--- config.mk ---
export PLATFORM = sky130hd
export DESIGN_NAME = tap_gesture_classifier
export DESIGN_NICKNAME = d
export VERILOG_FILES = /design/src/sv/tgc_pkg.sv /design/src/sv/tgc_cfg_regs.sv /design/src/sv/tgc_fsm.sv /design/src/sv/tap_gesture_classifier.sv
export VERILOG_INCLUDE_DIRS = /design/src /design/src/sv
export SDC_FILE = /design/constraint.sdc
export NUM_CORES = 1
export LEC_CHECK = 0
export BUFFER_PORTS_ARGS = -buffer_cell sky130_fd_sc_hd__buf_2
export CORE_ASPECT_RATIO = 1.2
export CORE_MARGIN = 2
export CORE_UTILIZATION = 60
export DETAILED_ROUTE_END_ITERATION = 12
export GPL_TIMING_DRIVEN = 0
export PLACE_DENSITY = 0.77
export SYNTH_ARGS = -nofsm -noshare
export SYNTH_HDL_FRONTEND = slang
export SYNTH_SLANG_ARGS = --single-unit
--- constraint.sdc ---
create_clock -name clk -period 9.6 [get_ports clk]
set_clock_uncertainty 0.2 [all_clocks]
set_input_delay 0.48 -clock clk [delete_from_list [all_inputs] [get_ports clk]]
set_output_delay 0.48 -clock clk [all_outputs]
set_load 0.05 [all_outputs]
--- src/sv/assert_macros.svh ---
// Assertion helpers for the RTL.
`ifndef ASSERT_MACROS_SVH
`define ASSERT_MACROS_SVH

// Same-cycle implication, checked out of reset.
`define ASSERT_IMPLIES(label, clk, rst_n, ante, cons, msg) \
    label: assert property (@(posedge clk) disable iff (!rst_n) (ante) |-> (cons)) \
        else $error(msg);

// Next-cycle implication, checked out of reset.
`define ASSERT_NEXT(label, clk, rst_n, ante, cons, msg) \
    label: assert property (@(posedge clk) disable iff (!rst_n) (ante) |=> (cons)) \
        else $error(msg);

`endif

--- src/sv/tgc_pkg.sv ---
package tgc_pkg;

    // Default width of the wrapping time base
    localparam int TGC_TIME_BITS = 32;

    // Configuration register indexes
    localparam logic [1:0] REG_NOISE_TIMEOUT  = 2'd0;
    localparam logic [1:0] REG_FIRST_TIMEOUT  = 2'd1;
    localparam logic [1:0] REG_SECOND_TIMEOUT = 2'd2;

    // Reset values of the timeouts (ms)
    localparam logic [15:0] NOISE_TIMEOUT_RST  = 16'd100;
    localparam logic [15:0] FIRST_TIMEOUT_RST  = 16'd100;
    localparam logic [15:0] SECOND_TIMEOUT_RST = 16'd200;

    typedef enum logic [2:0] {
        ST_IDLE   = 3'd0,
        ST_FIRST  = 3'd1,
        ST_NOISY  = 3'd2,
        ST_WAIT   = 3'd3,
        ST_SINGLE = 3'd4,
        ST_DOUBLE = 3'd5
    } tgc_state_t;

    typedef enum logic [1:0] {
        CMD_NONE   = 2'd0,
        CMD_SINGLE = 2'd1,
        CMD_DOUBLE = 2'd2
    } tgc_cmd_t;

    typedef struct packed {
        logic [15:0] noise;
        logic [15:0] first;
        logic [15:0] second;
    } tgc_timeouts_t;

    typedef struct packed {
        tgc_cmd_t cmd;
        logic     idle;
    } tgc_result_t;

endpackage

--- src/sv/tgc_cfg_regs.sv ---
module tgc_cfg_regs
(
    input  logic                   clk,
    input  logic                   rst_n,
    input  logic                   cfg_we,
    input  logic [1:0]             cfg_index,
    input  logic [15:0]            cfg_data,
    output tgc_pkg::tgc_timeouts_t timeouts
);
    import tgc_pkg::*;

    tgc_timeouts_t timeouts_reg;
    tgc_timeouts_t timeouts_next;

    // Register write decode; unused index is dropped
    always_comb
    begin
        timeouts_next = timeouts_reg;
        if (cfg_we)
        begin
            unique case (cfg_index)
                REG_NOISE_TIMEOUT:  timeouts_next.noise  = cfg_data;
                REG_FIRST_TIMEOUT:  timeouts_next.first  = cfg_data;
                REG_SECOND_TIMEOUT: timeouts_next.second = cfg_data;
                default:            timeouts_next = timeouts_reg;
            endcase
        end
    end

    always_ff @(posedge clk or negedge rst_n)
    begin
        if (!rst_n)
        begin
            timeouts_reg.noise  <= NOISE_TIMEOUT_RST;
            timeouts_reg.first  <= FIRST_TIMEOUT_RST;
            timeouts_reg.second <= SECOND_TIMEOUT_RST;
        end
        else
        begin
            timeouts_reg <= timeouts_next;
        end
    end

    assign timeouts = timeouts_reg;

endmodule

--- src/sv/tgc_fsm.sv ---
module tgc_fsm
#(
    parameter int TIME_BITS = tgc_pkg::TGC_TIME_BITS
)
(
    input  logic                   clk,
    input  logic                   rst_n,
    input  logic                   step,
    input  logic                   tap,
    input  logic [31:0]            now_ms,
    input  tgc_pkg::tgc_timeouts_t timeouts,
    output tgc_pkg::tgc_result_t   result,
    output tgc_pkg::tgc_state_t    state
);
    import tgc_pkg::*;

    // Width for widening the input stamp, and for the timeout compare
    localparam int WIDE_BITS = (TIME_BITS > 32) ? TIME_BITS : 32;
    localparam int CMP_BITS  = (TIME_BITS > 16) ? TIME_BITS : 16;

    tgc_state_t           state_reg;
    tgc_state_t           state_next;
    logic [TIME_BITS-1:0] change_time_reg;
    logic [TIME_BITS-1:0] change_time_next;

    logic [WIDE_BITS-1:0] now_wide;
    logic [TIME_BITS-1:0] now_t;
    logic [TIME_BITS-1:0] elapsed;
    logic [15:0]          limit;
    logic                 expired;
    tgc_cmd_t             cmd;

    // Wrapping elapsed time against the timeout of the current state
    assign now_wide = WIDE_BITS'(now_ms);
    assign now_t    = now_wide[TIME_BITS-1:0];
    assign elapsed  = now_t - change_time_reg;

    always_comb
    begin
        unique case (state_reg)
            ST_NOISY: limit = timeouts.noise;
            ST_WAIT:  limit = timeouts.second;
            default:  limit = timeouts.first;
        endcase
    end

    assign expired = CMP_BITS'(elapsed) >= CMP_BITS'(limit);

    // Next state, restart time and command
    always_comb
    begin
        state_next       = state_reg;
        change_time_next = change_time_reg;
        cmd              = CMD_NONE;
        unique case (state_reg)
            ST_IDLE:
            begin
                if (tap)
                    state_next = ST_FIRST;
            end
            ST_FIRST:
            begin
                if (tap)
                    state_next = ST_NOISY;
                else if (expired)
                    state_next = ST_WAIT;
            end
            ST_NOISY:
            begin
                if (tap)
                    change_time_next = now_t;
                else if (expired)
                    state_next = ST_IDLE;
            end
            ST_WAIT:
            begin
                if (tap)
                    state_next = ST_DOUBLE;
                else if (expired)
                    state_next = ST_SINGLE;
            end
            ST_SINGLE:
            begin
                cmd        = CMD_SINGLE;
                state_next = ST_IDLE;
            end
            ST_DOUBLE:
            begin
                cmd        = CMD_DOUBLE;
                state_next = ST_IDLE;
            end
            default:
            begin
                state_next = ST_IDLE;
            end
        endcase
        if (state_next != state_reg)
            change_time_next = now_t;
    end

    always_ff @(posedge clk or negedge rst_n)
    begin
        if (!rst_n)
        begin
            state_reg       <= ST_IDLE;
            change_time_reg <= '0;
        end
        else if (step)
        begin
            state_reg       <= state_next;
            change_time_reg <= change_time_next;
        end
    end

    assign result.cmd  = cmd;
    assign result.idle = (state_next == ST_IDLE);
    assign state       = state_reg;

endmodule

--- src/sv/tap_gesture_classifier.sv ---
// Single/double tap classifier.
// Input channel: in_valid / in_stall carry one poll item (tap_seen, now_ms).
// Output channel: out_valid / out_stall carry one result item per poll
// (command, idle). Both sides accept at a rising edge with valid high and
// stall low.
// Configuration: cfg_we writes cfg_data into register cfg_index (0 noise,
// 1 first, 2 second timeout, ms); other indexes are ignored. Write only
// while no item is in flight.
// Flow: an accepted item lands in the input register, and its result moves
// into the output register, raising out_valid, once that register is free or
// being drained.
// Throughput: one item per cycle unless out_stall holds a full output register;
// the state update (one subtract and one compare against the selected timeout) is combinational.
// Stall: when out_stall holds a full output register, the input register
// holds too and in_stall rises while it is occupied; nothing is dropped.
// Reset: state idle, last change time zero, timeouts 100/100/200 ms, both
// pipeline registers empty.
module tap_gesture_classifier
#(
    parameter int TIME_BITS = tgc_pkg::TGC_TIME_BITS
)
(
    input  logic        clk,
    input  logic        rst_n,
    input  logic        in_valid,
    output logic        in_stall,
    input  logic        tap_seen,
    input  logic [31:0] now_ms,
    output logic        out_valid,
    input  logic        out_stall,
    output logic [1:0]  command,
    output logic        idle,
    input  logic        cfg_we,
    input  logic [1:0]  cfg_index,
    input  logic [15:0] cfg_data
);
    import tgc_pkg::*;

`include "assert_macros.svh"

    logic          in_valid_reg;
    logic          in_valid_next;
    logic          tap_reg;
    logic [31:0]   now_reg;
    logic          out_valid_reg;
    logic          out_valid_next;
    tgc_result_t   result_reg;
    tgc_result_t   result;
    tgc_timeouts_t timeouts;
    tgc_state_t    fsm_state;
    logic          advance;
    logic          step;
    logic          in_accept;
    logic          out_event;
    logic          single_step;
    logic          double_step;
    logic          single_out;
    logic          double_out;
    logic          out_held;

    tgc_cfg_regs u_cfg
    (
        .clk       (clk),
        .rst_n     (rst_n),
        .cfg_we    (cfg_we),
        .cfg_index (cfg_index),
        .cfg_data  (cfg_data),
        .timeouts  (timeouts)
    );

    tgc_fsm #(.TIME_BITS(TIME_BITS)) u_fsm
    (
        .clk      (clk),
        .rst_n    (rst_n),
        .step     (step),
        .tap      (tap_reg),
        .now_ms   (now_reg),
        .timeouts (timeouts),
        .result   (result),
        .state    (fsm_state)
    );

    // Pipeline flow: output slot free or being drained
    assign advance   = !out_valid_reg || !out_stall;
    assign step      = in_valid_reg && advance;
    assign in_stall  = in_valid_reg && !advance;
    assign in_accept = in_valid && !in_stall;

    always_comb
    begin
        in_valid_next = in_valid_reg;
        if (in_accept)
            in_valid_next = 1'b1;
        else if (step)
            in_valid_next = 1'b0;
        out_valid_next = out_valid_reg;
        if (advance)
            out_valid_next = in_valid_reg;
    end

    // Control state
    always_ff @(posedge clk or negedge rst_n)
    begin
        if (!rst_n)
        begin
            in_valid_reg  <= 1'b0;
            out_valid_reg <= 1'b0;
        end
        else
        begin
            in_valid_reg  <= in_valid_next;
            out_valid_reg <= out_valid_next;
        end
    end

    // Payload registers
    always_ff @(posedge clk)
    begin
        if (in_accept)
        begin
            tap_reg <= tap_seen;
            now_reg <= now_ms;
        end
        if (step)
            result_reg <= result;
    end

    assign out_valid = out_valid_reg;
    assign command   = result_reg.cmd;
    assign idle      = result_reg.idle;

    // Terms used by the checks below
    assign out_event   = out_valid_reg && (result_reg.cmd != CMD_NONE);
    assign single_step = step && (fsm_state == ST_SINGLE);
    assign double_step = step && (fsm_state == ST_DOUBLE);
    assign single_out  = out_valid_reg && (result_reg.cmd == CMD_SINGLE);
    assign double_out  = out_valid_reg && (result_reg.cmd == CMD_DOUBLE);
    assign out_held    = in_valid_reg && out_valid_reg && out_stall;

    // An event command always leaves the machine idle
    `ASSERT_IMPLIES(a_cmd_idle, clk, rst_n, out_event, result_reg.idle, "event without idle")
    // Stepping an event state produces that command next cycle
    `ASSERT_NEXT(a_single_cmd, clk, rst_n, single_step, single_out, "single event lost")
    `ASSERT_NEXT(a_double_cmd, clk, rst_n, double_step, double_out, "double event lost")
    // A held result must block the input register
    `ASSERT_IMPLIES(a_no_overwrite, clk, rst_n, out_held, in_stall && !step, "result overwritten")

endmodule

==> impl_results.md <==
* RSZ-0062 raised after global routing: no
* Initial Utilization at 61.4%
* GRT Overall Usage at 25.5%
* Vias/cell at 5.85
* Hold-critical path endpoint: now_reg[3]$_DFFE_PP_
* Post-placement cell count at 879
* Setup slack, reg-to-reg at 3.85 ns
* Post-synthesis register bit count at 121
* Row Count at 43
* Fraction of layout cells with a size suffix above 1 at 22.3%
* Share of the synthesized area in the top cell type at 26.8%
* Hold_sp: now_ms[3]
* Initial antenna violation count at 0
* Largest register FFs at 48
* CP Launch Point: now_reg[8]$_DFFE_PP_
* Setup TNS at 0 ns
* Final hold slack at 0.0250 ns
* Minimum clock period at 5.75 ns
* TritonCTS clock tree: yes
* Least-Margin Pin Slew at 1.12 ns
* Ys flop type: dfrtp_1
* Worst r2r src: now_reg[8]$_DFFE_PP_
* Clock Sinks at 121
* Worst Setup Path Type: reg2reg
* Clock Latency Late Sink at 0.43 ns
* Global placer's final weighted congestion at 0.924
* CTS-repair resized insts at 0
* Fmax at 174 MHz
* Via count at 5338
* Outcome: finished clean
* Reg2reg path depth at 20
* Avg Inst Size Synth at 10.8 um2
* Area grow syn2layout at 15.7%
* Slew Limit Fails at 0
* Final cell count without fillers at 912
* Initial drt markers at 244
* Clock Path Buffers at 2
* Mapped Nets at 765
* Core area at 11600 um2
* Post-synthesis sequential area ratio at 45.3%
* Post-synth top cells: 76 x dfrtp_1, 59 x a21oi_1, 51 x mux2_2
* Max-Cap Viols at 0
* Synthesized cell area at 7110 um2
* Post-CTS Repair Setup Buffers at 0
* M1 WL at 6.39 mm
* Count of final hold-check violations at 0
* P_leak at 0.00366 uW
* Reg-to-Reg End: u_fsm.change_time_reg[28]$_DFFE_PN0P_
* Crit end category: flop
* Post-Syn Instances at 661
* Min setup slack post-route at 3.85 ns
* Min-Delay Path Depth at 1
* First-pass GRT wire length at 24.7 mm
* DR pass1 iterations at 5
* Final Setup Violations at 0
* Die span in y at 123 um
* Yosys warnings at 0
* Max_slew headroom at 25.4%
* Dpl ws at 4.07 ns
* Reg clk slew, reported paths at 0.06 ns
* Number of routed nets with antenna violations at 0
* Root Buffer Master: clkbuf_16
* Met3 WL at 629 um
* Port bufs at 60
* CP arrival at 5.85 ns
* DP HPWL at 11.3 mm
* Yosys top cell by area: dfrtp_1
* Peak supply drop at 0.176 mV
* Final global-route overflow total at 0
* Diodes inserted at 0
* Max layer used: met4
* Ranking of synthesized cells by area: dfrtp_1 27%, edfxtp_1 15%, ha_1 8.3%
* Fin crit share at 59.9%
* Number of enable flip-flop cells after synthesis at 36
* Met2 WL at 7.87 mm
* Largest net degree at the start of global routing at 63
* Post-layout util at 71.1%
* IO Pins at 61
* Most frequent cell after synthesis: dfrtp_1
* Drt total wl at 15.2 mm
* Cts bufs inserted at 17
* Residual DRC count at 0
* Worst Path Required at 9.70 ns
* Share of synthesized registers carrying an async set or reset at 70.2%
* Worst-path fanout max at 10
* Die Wd at 103 um
* Worst Setup Start Kind: flop
* WL/cell at 16.6 um
* Die Area at 12700 um2
* Cell variety after synth at 65
* Power Dens Cells at 289 nW/um2
* H-tree levels at 4
* Class of the worst hold path: in2reg
* Vias in the first global route at 5272
* Post-CTS Hold Fix Bufs at 1
* Nets at 846
[critical path: stages, from the launching register on]
cell and delay, ns:
edfxtp_1 0.42, ha_1 0.40, a21oi_1 0.15, o21ai_0 0.10
a41oi_1 0.29, nand2_1 0.15, a31oi_1 0.27, o21bai_1 0.10
a21oi_1 0.18, xnor2_1 0.20, ha_1 0.31, a21oi_1 0.16
o21ai_0 0.10, nor4_1 0.29, o2111ai_1 0.18, a2111oi_0 0.53
and4_1 0.34, a31oi_1 0.15, o31ai_4 0.50, buf_6 0.25
mux2_1 0.34
[per-stage QoR]
stage / instance area, um2 / total power (uW)
detailed placement: 7630 / 1770
finish: 8220 / 2380
global route: 8220 / 2550
CTS: 8220 / 2380
floorplan: 7110 / 1510
global placement: 7600 / 1720
[kinds of logic after synthesis]
family,synth area share [%]
mux,15.3
simple gates,10.2
buf+inv,4.37
flops,45.3
xor+xnor,2.22
fa+ha+maj,8.55
compound gates,14.1
[placed cells by master (no fill, tap or decap), types with 4 or more instances in the layout]
cell / Yosys / layout
nor4_1: 6 / 6
mux2i_1: 19 / 19
xnor2_1: 14 / 14
nor2b_1: 7 / 7
mux2_1: 29 / 29
clkbuf_1: 20 / 23
o21bai_1: 4 / 4
a21o_1: 12 / 12
nor3_1: 4 / 4
o21ai_0: 26 / 26
mux2_2: 51 / 51
xor2_1: 4 / 4
nor2_1: 42 / 42
clkbuf_8: 0 / 4
clkbuf_16: 0 / 19
inv_1: 46 / 46
o211ai_1: 6 / 6
ha_1: 47 / 47
and2_1: 6 / 5
edfxtp_1: 36 / 36
o21a_1: 6 / 6
dfrtp_1: 76 / 76
a31oi_1: 6 / 6
nand4_1: 10 / 10
clkinv_2: 0 / 5
nand2_1: 33 / 33
dfstp_2: 9 / 9
nand2b_1: 9 / 9
a21oi_1: 59 / 59
buf_2: 5 / 64
and3_1: 4 / 4
nand3_1: 11 / 11
[power by group]
part	switching, uW	internal (uW)	total (uW)
Clock	219	386	605
Sequential	58.8	646	705
Combinational	617	452	1070
Total	895	1480	2380
[layout make-up]
type                            instances  area (um2)
Buffer                                 29         138
Sequential cell                       121        3220
Fill cell                             824        3350
Clock buffer                           26         542
Inverter                               46         173
Tap cell                              157         196
Timing Repair Buffer                   62         340
Multi-Input combinational cell        465        3580
Clock inverter                          6        33.8
[worst max path at each step]
stage                                                  to  slack, ns  cells past startpoint
CTS                 u_fsm.change_time_reg[28]$_DFFE_PN0P_       4.02                     20
detailed placement  u_fsm.change_time_reg[28]$_DFFE_PN0P_       4.07                     20
floorplan            u_fsm.change_time_reg[0]$_DFFE_PN0P_       4.87                     19
global placement    u_fsm.change_time_reg[26]$_DFFE_PN0P_       4.13                     20
finish              u_fsm.change_time_reg[28]$_DFFE_PN0P_       3.85                     20
global route        u_fsm.change_time_reg[28]$_DFFE_PN0P_       3.50                     20
[metal layers]
layer  track usage [%]  vias to the layer above
li1                  -                     2574
met1              30.6                     2614
met2              44.3                      126
met3              5.88                       24
met4              9.54                        0
met5                 0                        -
Note: power is estimated with default switching activity, not from simulation.
